<file path="src/rtl/core/fsps_pkg.sv">
// Shared types and constants for the fill-run free space scanner.
// Used by every module in rtl/core; has no dependencies of its own.
package fsps_pkg;

   localparam int ADDR_BITS_DEF     = 24;
   localparam int MIN_RUN_BYTES_DEF = 32;

   localparam int DATA_W      = 8;
   localparam int RANGE_W     = 24;
   localparam int COUNT_W     = 25;
   localparam int OFF_W       = 4;
   localparam int BLOCK_BYTES = 16;
   localparam int PAT_W       = 12;

   localparam logic [PAT_W-1:0] END_PAT_HDR   = 12'h1FF;
   localparam logic [PAT_W-1:0] END_PAT_PLAIN = 12'hFFF;

   localparam logic [COUNT_W-1:0] TOTAL_MAX = '1;

   localparam logic KIND_RANGE = 1'b0;
   localparam logic KIND_TOTAL = 1'b1;

   localparam int CSR_INDEX_W = 1;
   localparam int CSR_DATA_W  = 8;
   localparam logic [CSR_INDEX_W-1:0] CSR_FILL_BYTE      = 1'b0;
   localparam logic [CSR_INDEX_W-1:0] CSR_HEADER_PRESENT = 1'b1;

   // range_start, range_end and byte_count packed, padded to whole bytes.
   localparam int RSP_FIELDS_W = 2 * RANGE_W + COUNT_W;
   localparam int RSP_TDATA_W  = ((RSP_FIELDS_W + 7) / 8) * 8;

   localparam int RSP_DEPTH = 4;

   typedef struct packed {
      logic               kind;
      logic [RANGE_W-1:0] range_start;
      logic [RANGE_W-1:0] range_end;
      logic [COUNT_W-1:0] byte_count;
      logic               is_last;
   } rsp_item_type;

   // Up to two results produced by one byte, compacted into item0 first.
   typedef struct packed {
      logic [1:0]   count;
      rsp_item_type item0;
      rsp_item_type item1;
   } rsp_push_type;

endpackage

</file>
<file path="src/rtl/core/fsps_scan.sv">
// Input register and per-byte scan logic: block tracking, run closing and totals.
// Depends on fsps_pkg; feeds fsps_rsp_fifo with up to two results per byte.
module fsps_scan #(
   parameter int ADDR_BITS     = fsps_pkg::ADDR_BITS_DEF,
   parameter int MIN_RUN_BYTES = fsps_pkg::MIN_RUN_BYTES_DEF
) (
   input  logic                        clock,
   input  logic                        reset,
   input  logic                        in_valid,
   output logic                        in_ready,
   input  logic [fsps_pkg::DATA_W-1:0] in_data,
   input  logic                        in_last,
   input  logic                        room,
   input  logic [fsps_pkg::DATA_W-1:0] fill_byte,
   input  logic                        header_present,
   output fsps_pkg::rsp_push_type      push
);

   localparam int BA_W       = ADDR_BITS + 1;
   localparam int SAT_BLOCKS = (MIN_RUN_BYTES + 15) / 16;
   localparam int CNT_W      = $clog2(SAT_BLOCKS + 1);
   localparam int FL_W       = $clog2(SAT_BLOCKS * 16 + 16);
   localparam int TW         = ((BA_W > fsps_pkg::COUNT_W) ? BA_W : fsps_pkg::COUNT_W) + 1;
   localparam int OW         = fsps_pkg::OFF_W;

   logic                         vld_ff;
   logic [fsps_pkg::DATA_W-1:0]  data_ff;
   logic                         last_ff;

   logic [BA_W-1:0]              ba_ff, ba_in;
   logic                         baf_ff, baf_in;
   logic [CNT_W-1:0]             cnt_ff, cnt_in;
   logic [ADDR_BITS-1:0]         start_ff, start_in;
   logic [fsps_pkg::COUNT_W-1:0] total_ff, total_in;

   logic                         go;
   logic                         in_space, fill, close_early, block_done, baf_mid;
   logic [OW-1:0]                off;
   logic [BA_W-1:0]              base, ba_next, bound_late, bound_sel, end_sel, run_len;
   logic [CNT_W-1:0]             cnt_mid, cnt_sel;
   logic [ADDR_BITS-1:0]         start_sel;
   logic [FL_W-1:0]              flen_early, flen_late, flen_sel;
   logic [fsps_pkg::PAT_W-1:0]   pat;
   logic                         emit;
   logic [TW-1:0]                sum;
   logic [fsps_pkg::COUNT_W-1:0] total_new;
   fsps_pkg::rsp_item_type       range_item, total_item;

   assign go       = vld_ff && room;
   assign in_ready = !vld_ff || room;

   always_comb begin
      in_space    = !ba_ff[ADDR_BITS];
      fill        = in_space && (data_ff == fill_byte);
      off         = ba_ff[OW-1:0];
      base        = {ba_ff[BA_W-1:OW], {OW{1'b0}}};
      close_early = baf_ff && !fill;
      baf_mid     = baf_ff && fill;
      cnt_mid     = close_early ? '0 : cnt_ff;
      block_done  = in_space && (off == {OW{1'b1}});

      // A fully matching block extends the run; the first one marks its start.
      start_in = start_ff;
      cnt_in   = cnt_mid;
      if (block_done && baf_mid) begin
         if (cnt_mid == '0) begin
            start_in = base[ADDR_BITS-1:0];
         end
         if (cnt_mid < CNT_W'(SAT_BLOCKS)) begin
            cnt_in = cnt_mid + 1'b1;
         end
      end
      baf_in  = block_done ? 1'b1 : baf_mid;
      ba_next = in_space ? ba_ff + 1'b1 : ba_ff;

      flen_early = FL_W'({cnt_ff, {OW{1'b0}}}) + FL_W'(off);
      bound_late = {ba_next[BA_W-1:OW], {OW{1'b0}}};
      flen_late  = FL_W'({cnt_in, {OW{1'b0}}})
                 + (baf_in ? FL_W'(ba_next[OW-1:0]) : '0);

      // At most one run closes per byte: a closing non-fill byte leaves no run
      // open for the end-of-image close.
      cnt_sel   = close_early ? cnt_ff     : cnt_in;
      start_sel = close_early ? start_ff   : start_in;
      bound_sel = close_early ? base       : bound_late;
      flen_sel  = close_early ? flen_early : flen_late;

      end_sel = bound_sel - 1'b1;
      run_len = bound_sel - BA_W'(start_sel);
      pat     = header_present ? fsps_pkg::END_PAT_HDR : fsps_pkg::END_PAT_PLAIN;

      emit = (close_early || last_ff)
          && (cnt_sel != '0)
          && (bound_sel[BA_W-1:OW] != '0)
          && (flen_sel >= FL_W'(MIN_RUN_BYTES))
          && (end_sel[fsps_pkg::PAT_W-1:0] == pat)
          && (bound_sel > BA_W'(start_sel));

      sum = TW'(total_ff) + TW'(run_len);
      if (!emit) begin
         total_new = total_ff;
      end else if (sum > TW'(fsps_pkg::TOTAL_MAX)) begin
         total_new = fsps_pkg::TOTAL_MAX;
      end else begin
         total_new = sum[fsps_pkg::COUNT_W-1:0];
      end
      total_in = total_new;

      range_item.kind        = fsps_pkg::KIND_RANGE;
      range_item.range_start = fsps_pkg::RANGE_W'(start_sel);
      range_item.range_end   = fsps_pkg::RANGE_W'(end_sel);
      range_item.byte_count  = fsps_pkg::COUNT_W'(run_len);
      range_item.is_last     = 1'b0;

      total_item.kind        = fsps_pkg::KIND_TOTAL;
      total_item.range_start = '0;
      total_item.range_end   = '0;
      total_item.byte_count  = total_new;
      total_item.is_last     = 1'b1;

      push.count = go ? (2'(emit) + 2'(last_ff)) : 2'd0;
      push.item0 = emit ? range_item : total_item;
      push.item1 = total_item;
   end

   always_ff @(posedge clock) begin
      if (reset) begin
         vld_ff   <= 1'b0;
         ba_ff    <= '0;
         baf_ff   <= 1'b1;
         cnt_ff   <= '0;
         start_ff <= '0;
         total_ff <= '0;
      end else begin
         if (in_ready) begin
            vld_ff <= in_valid;
         end
         if (go) begin
            if (last_ff) begin
               // The image is done; the next byte starts a new one at address zero.
               ba_ff    <= '0;
               baf_ff   <= 1'b1;
               cnt_ff   <= '0;
               start_ff <= '0;
               total_ff <= '0;
            end else begin
               ba_ff    <= ba_next;
               baf_ff   <= baf_in;
               cnt_ff   <= cnt_in;
               start_ff <= start_in;
               total_ff <= total_in;
            end
         end
      end
   end

   always_ff @(posedge clock) begin
      if (in_valid && in_ready) begin
         data_ff <= in_data;
         last_ff <= in_last;
      end
   end

endmodule

</file>
<file path="src/rtl/core/fsps_rsp_fifo.sv">
// Result queue: takes up to two results a cycle from the scan logic, hands out one.
// Depends on fsps_pkg for the result types and the queue depth.
module fsps_rsp_fifo (
   input  logic                   clock,
   input  logic                   reset,
   input  fsps_pkg::rsp_push_type push,
   output logic                   room,
   output logic                   out_valid,
   input  logic                   out_ready,
   output fsps_pkg::rsp_item_type out_item
);

   localparam int PTR_W = $clog2(fsps_pkg::RSP_DEPTH);

   fsps_pkg::rsp_item_type entry_ff [fsps_pkg::RSP_DEPTH];
   logic [PTR_W-1:0]       wr_ptr_ff, wr_ptr_in;
   logic [PTR_W-1:0]       rd_ptr_ff, rd_ptr_in;
   logic [PTR_W:0]         count_ff, count_in;
   logic                   pop;
   logic [PTR_W-1:0]       wr_ptr_next;

   // Room is judged on the stored count alone, so two free slots are needed.
   assign room      = count_ff <= (PTR_W+1)'(fsps_pkg::RSP_DEPTH - 2);
   assign out_valid = count_ff != '0;
   assign out_item  = entry_ff[rd_ptr_ff];
   assign pop       = out_valid && out_ready;

   always_comb begin
      wr_ptr_next = wr_ptr_ff + 1'b1;
      wr_ptr_in   = wr_ptr_ff + PTR_W'(push.count);
      rd_ptr_in   = rd_ptr_ff + PTR_W'(pop);
      count_in    = count_ff + (PTR_W+1)'(push.count) - (PTR_W+1)'(pop);
   end

   always_ff @(posedge clock) begin
      if (reset) begin
         wr_ptr_ff <= '0;
         rd_ptr_ff <= '0;
         count_ff  <= '0;
      end else begin
         wr_ptr_ff <= wr_ptr_in;
         rd_ptr_ff <= rd_ptr_in;
         count_ff  <= count_in;
      end
   end

   always_ff @(posedge clock) begin
      if (push.count != 2'd0) begin
         entry_ff[wr_ptr_ff] <= push.item0;
      end
      if (push.count == 2'd2) begin
         entry_ff[wr_ptr_next] <= push.item1;
      end
   end

endmodule

</file>
<file path="src/rtl/core/fill_run_free_space_scanner_unit.sv">
// Top level of the fill-run free space scanner: stream ports and configuration registers.
// Depends on fsps_pkg, fsps_scan and fsps_rsp_fifo.
//
// The scanner takes one image byte per beat and accepts a new beat every cycle. A byte
// passes an input register and is judged against the fill byte; its results are
// registered into a four-entry result queue, from which they are offered. A byte
// yields at most two results (a range report and the final total), and the result port
// hands out one per cycle, so the sustained rate is one byte per cycle as long as
// results are taken as fast as they appear; when the queue holds more than two results,
// the input stalls until it drains.
module fill_run_free_space_scanner_unit #(
   parameter int ADDR_BITS     = fsps_pkg::ADDR_BITS_DEF,
   parameter int MIN_RUN_BYTES = fsps_pkg::MIN_RUN_BYTES_DEF
) (
   input  logic                                 clock,
   input  logic                                 reset,
   input  logic                                 req_tvalid,
   output logic                                 req_tready,
   input  logic [fsps_pkg::DATA_W-1:0]          req_tdata,  // [7:0] data_byte
   input  logic                                 req_tlast,  // end_of_image
   output logic                                 rsp_tvalid,
   input  logic                                 rsp_tready,
   // [23:0] range_start, [47:24] range_end, [72:48] byte_count, rest zero
   output logic [fsps_pkg::RSP_TDATA_W-1:0]     rsp_tdata,
   output logic                                 rsp_tuser,  // kind
   output logic                                 rsp_tlast,  // is_last
   input  logic                                 csr_valid,
   output logic                                 csr_ready,
   input  logic [fsps_pkg::CSR_INDEX_W-1:0]     csr_index,
   input  logic [fsps_pkg::CSR_DATA_W-1:0]      csr_data
);

   logic [fsps_pkg::DATA_W-1:0] fill_byte_ff;
   logic                        header_present_ff;
   logic                        room;
   fsps_pkg::rsp_push_type      push;
   fsps_pkg::rsp_item_type      out_item;

   assign csr_ready = 1'b1;

   always_ff @(posedge clock) begin
      if (reset) begin
         fill_byte_ff      <= '0;
         header_present_ff <= 1'b0;
      end else if (csr_valid && csr_ready) begin
         case (csr_index)
            fsps_pkg::CSR_FILL_BYTE: begin
               fill_byte_ff <= csr_data[fsps_pkg::DATA_W-1:0];
            end
            fsps_pkg::CSR_HEADER_PRESENT: begin
               header_present_ff <= csr_data[0];
            end
            default: begin
            end
         endcase
      end
   end

   fsps_scan #(
      .ADDR_BITS     (ADDR_BITS),
      .MIN_RUN_BYTES (MIN_RUN_BYTES)
   ) u_scan (
      .clock          (clock),
      .reset          (reset),
      .in_valid       (req_tvalid),
      .in_ready       (req_tready),
      .in_data        (req_tdata),
      .in_last        (req_tlast),
      .room           (room),
      .fill_byte      (fill_byte_ff),
      .header_present (header_present_ff),
      .push           (push)
   );

   fsps_rsp_fifo u_rsp_fifo (
      .clock     (clock),
      .reset     (reset),
      .push      (push),
      .room      (room),
      .out_valid (rsp_tvalid),
      .out_ready (rsp_tready),
      .out_item  (out_item)
   );

   assign rsp_tdata = {{(fsps_pkg::RSP_TDATA_W - fsps_pkg::RSP_FIELDS_W){1'b0}},
                       out_item.byte_count, out_item.range_end, out_item.range_start};
   assign rsp_tuser = out_item.kind;
   assign rsp_tlast = out_item.is_last;

endmodule

</file>
<file path="config.mk">
export PLATFORM = sky130hd
export DESIGN_NAME = fill_run_free_space_scanner_unit
export DESIGN_NICKNAME = d
export VERILOG_FILES = /design/src/rtl/core/fsps_pkg.sv /design/src/rtl/core/fsps_scan.sv /design/src/rtl/core/fsps_rsp_fifo.sv /design/src/rtl/core/fill_run_free_space_scanner_unit.sv
export SDC_FILE = /design/constraint.sdc
export NUM_CORES = 1
export LEC_CHECK = 0
export BUFFER_PORTS_ARGS = -buffer_cell sky130_fd_sc_hd__buf_4
export CORE_ASPECT_RATIO = 0.5
export CORE_MARGIN = 1.5
export CORE_UTILIZATION = 56
export CTS_CLUSTER_DIAMETER = 80
export DETAILED_ROUTE_END_ITERATION = 6
export PLACE_DENSITY = 0.77
export SYNTH_ARGS = -nofsm -noshare
export SYNTH_HDL_FRONTEND = slang
export SYNTH_SLANG_ARGS = --single-unit
</file>
<file path="constraint.sdc">
create_clock -name clock -period 8.8 [get_ports clock]
set_input_delay 1.76 -clock clock [delete_from_list [all_inputs] [get_ports clock]]
set_output_delay 1.76 -clock clock [all_outputs]
set_load 0.005 [all_outputs]
</file>
==> results.md <==
- CTS tree: yes
- FF+latch area: 8850 µm²
- Synth area leader: dfxtp_1
- Seq/Total Area, Yosys: a little over two fifths
- Tmin final: about 8.0 ns
- Post-route ant nets: 0
- First-pass GRT wire length: 88.3 mm
- Max Buffers Root-to-Sink: 3
- Relative slew slack: 20.9%
- Vias in the first global route: between 15,000 and 20,000
- Area Overhead vs Synth: 11.6%
- Global route overflow: 0
- Final setup fails: 0
- Drt total wl: about 58 mm
- Clock Latency Late Sink: approximately 0.55 ns
- Core area: approximately 36,000 µm²
- RD Place Congestion: about 0.92
- ANT cells: 0
- Cts-stage hold buffer count: 0
- Main flop type after synthesis: dfxtp_1
- Top post-synthesis cells by area: dfxtp_1 27%, edfxtp_1 16%, mux4_2 7.9%
- Slew Viols, Final: 0
- Final Skew: between 0.03 and 0.04 ns
- Most used cell, CP: a21oi_1
- Initial core utilization: between 50% and 60%
- Async SR Flop Fraction: 0%
- Setup WS pre-CTS: between 0.9 and 1 ns
- Net count, final: around 2,200
- Setup tns final: 0 ns
- RSZ-0062 raised after global routing: false
- Initial DRT Pass Iterations: 6
- Final WS setup: slightly below 0.8 ns
- Multi-input logic area: ~11,000 µm²
- IO buf count: between 90 and 100
- Hold WC Path Type: reg2reg
- Fmax: roughly 120 MHz
- CP peak stage delay: around 0.74 ns
- Post-CTS Setup Bufs: 0
- Fin crit share: 91.1%
- Post-Syn Area: 20,300 µm²
- DRC: 0
- Clk sink count: slightly below 400
- Number of max-cap violations: 0
- Worst-margin pin slew: about 1.2 ns
- Status: finished, final reports clean
- H-tree depth: 2
- Largest net degree at the start of global routing: between 70 and 80
- Post-synthesis register bit count: about 390
- Fillcell total: between 2,000 and 3,000
- Clk pin slew, worst setup/hold paths: about 0.07 ns
- Static Leak: 8.60 nW
- Slowest library cell on the worst path: mux2i_1
- EDFF count, synth: roughly 110
- CTS Buf Count: 36
- Worst Path Class, Setup: reg2reg
- Root Driver: clkbuf_16
- Resized cells post-CTS: 0
- DIE HEIGHT: 138 µm
- Power Density: 178 nW/µm²
- Row count: slightly below 50
- Post-DP HPWL: approximately 38 mm
- Fin. Hold Viols: 0
- Critical path fanouts, max: 30
- IO Pins: roughly 110
- Via count: 17,200
- Initial antenna violation count: 0
- Synth unique cells: 79
- DRT iter0 DRCs: roughly 2,200
- Crit. End Element: flop
- Die area: between 30,000 and 40,000 µm²
- Vias per inst: approximately 6.5
- Layout cell share with drive strength beyond 1: between 10% and 20%
- Yosys top cell area share: 27.5%
- Cells after Synth: between 2,000 and 2,500
- VDD IR max: 128 µV
- Yosys warns: 0
- Crit path launch type: flop
- Wire per inst: between 20 and 25 µm
- Worst EP arrival: a little over 8 ns
- Required time of the worst setup path: 9.10 ns
- Syn avg cell area: approximately 9.8 µm²
- All-Layer GR Usage: 30.2%
- Horiz. Die Dim: around 270 µm
[cells by family (layout without fill, tap and decap cells)]
group                    Yosys count  in the layout  share of synthesized area, %
AND/OR/NAND/NOR                  613            613                          14.4
AO/OA/AOI/OAI                    611            611                          20.3
flip-flops                       387            387                          43.6
buffers and inverters            201            272                          4.28
multiplexers                     105            105                          9.58
XOR/XNOR                          92             92                          4.01
adder cells (fa/ha/maj)           60             60                          3.78
other                              2              8                        0.0371
[routing by layer]
layer | global-route usage [%] | vias to the layer above | part of all wire (%)
li1 | - | 7791 | -
met1 | 41.9 | 8292 | 41
met2 | 48.1 | 979 | 45
met3 | 6.66 | 130 | 11
met4 | 8.09 | 0 | 2.4
met5 | 0 | - | 0
[state kept, by name, indices dropped and copies added (netlist names)]
name and count:
u_scan.data_ff 8, u_scan.total_ff 25, u_scan.start_ff 24, u_scan.vld_ff 1
u_rsp_fifo.count_ff 3, header_present_ff 1, u_rsp_fifo.rd_ptr_ff 2, u_rsp_fifo.entry_ff 284
fill_byte_ff 8, u_rsp_fifo.wr_ptr_ff 2, u_scan.cnt_ff 2, u_scan.baf_ff 1
u_scan.last_ff 1, u_scan.ba_ff 25
[final timing paths]
kind,from,slack [ns],depth (start not counted),endpoint
worst max-delay path,u_scan.data_ff[7]$_DFFE_PP_,0.79,30,u_rsp_fifo.entry_ff[1][5]$_DFFE_PP_
worst min-delay path,u_rsp_fifo.entry_ff[2][30]$_SDFFE_PP0P_,0.44,2,u_rsp_fifo.entry_ff[2][30]$_SDFFE_PP0P_
worst max register to register,u_scan.data_ff[7]$_DFFE_PP_,0.79,30,u_rsp_fifo.entry_ff[1][5]$_DFFE_PP_
worst min register to register,u_rsp_fifo.entry_ff[2][30]$_SDFFE_PP0P_,0.44,2,u_rsp_fifo.entry_ff[2][30]$_SDFFE_PP0P_
[final cells by class]
cell class,instances,share of cell area (%)
Inverter,56,0.929
Tap cell,484,2.68
Clock buffer,51,4.69
Multi-Input combinational cell,1489,47.0
Timing Repair Buffer,151,5.01
Clock inverter,14,0.631
Sequential cell,387,39.1
[critical path, delay by kind of cell (launching register included)]
kind                     cells  cell delay [ns]
AO/OA/AOI/OAI               12             2.52
AND/OR/NAND/NOR              8             1.56
adder cells (fa/ha/maj)      3             1.02
buffers and inverters        4             1.00
multiplexers                 1             0.74
XOR/XNOR                     2             0.49
flip-flops                   1             0.39
[power by group]
part / internal [mW] / switching [mW]
clock network: 0.909 / 0.707
logic: 0.239 / 0.248
registers: 1.86 / 0.0632
[synthesized netlist by cell type (all sizes together) (18+ instances only)]
library cell    n
xnor2          62
nand3          43
ha             58
mux2i          32
o22ai          58
clkbuf         81
edfxtp        109
o21ai         167
nand2         232
nor3           37
or3            18
mux4           71
nor2          166
xor2           30
a22o           98
buf            64
o2bb2ai        42
a21o           31
dfxtp         278
inv            56
a22oi          27
nand4          21
a21oi         103
[cell usage in the layout, fill, tap and decap left out, types with 12 or more instances in the layout]
cell	instances
dfxtp_1	276
nand2_1	228
o21ai_0	162
nor2_1	159
buf_4	151
edfxtp_1	109
a21oi_1	103
a22o_1	98
mux4_2	71
xnor2_1	62
o22ai_1	58
ha_1	58
inv_1	56
nand3_1	43
o2bb2ai_1	41
clkbuf_16	38
nor3_1	33
mux2i_1	32
a21o_1	31
xor2_1	29
a22oi_1	26
nand4_1	20
or3_1	18
and3_1	16
and2_1	15
o221ai_1	14
nor2b_1	12
[stage by stage]
step / instances / area [µm²] / util, % / hold WS (ns) / power [mW]
final: 2632 / 22600 / 63.2 / 0.442 / 4.02
after global routing: 2632 / 22600 / 63.2 / 0.458 / 4.14
after global placement: 2567 / 21400 / 59.8 / 0.427 / 2.44
after detailed placement: 2567 / 21400 / 59.8 / 0.433 / 2.45
after CTS: 2632 / 22600 / 63.2 / 0.444 / 4.03
after floorplan: 2077 / 20300 / - / 0.418 / 2.27
(Power assumes the default switching activity.)
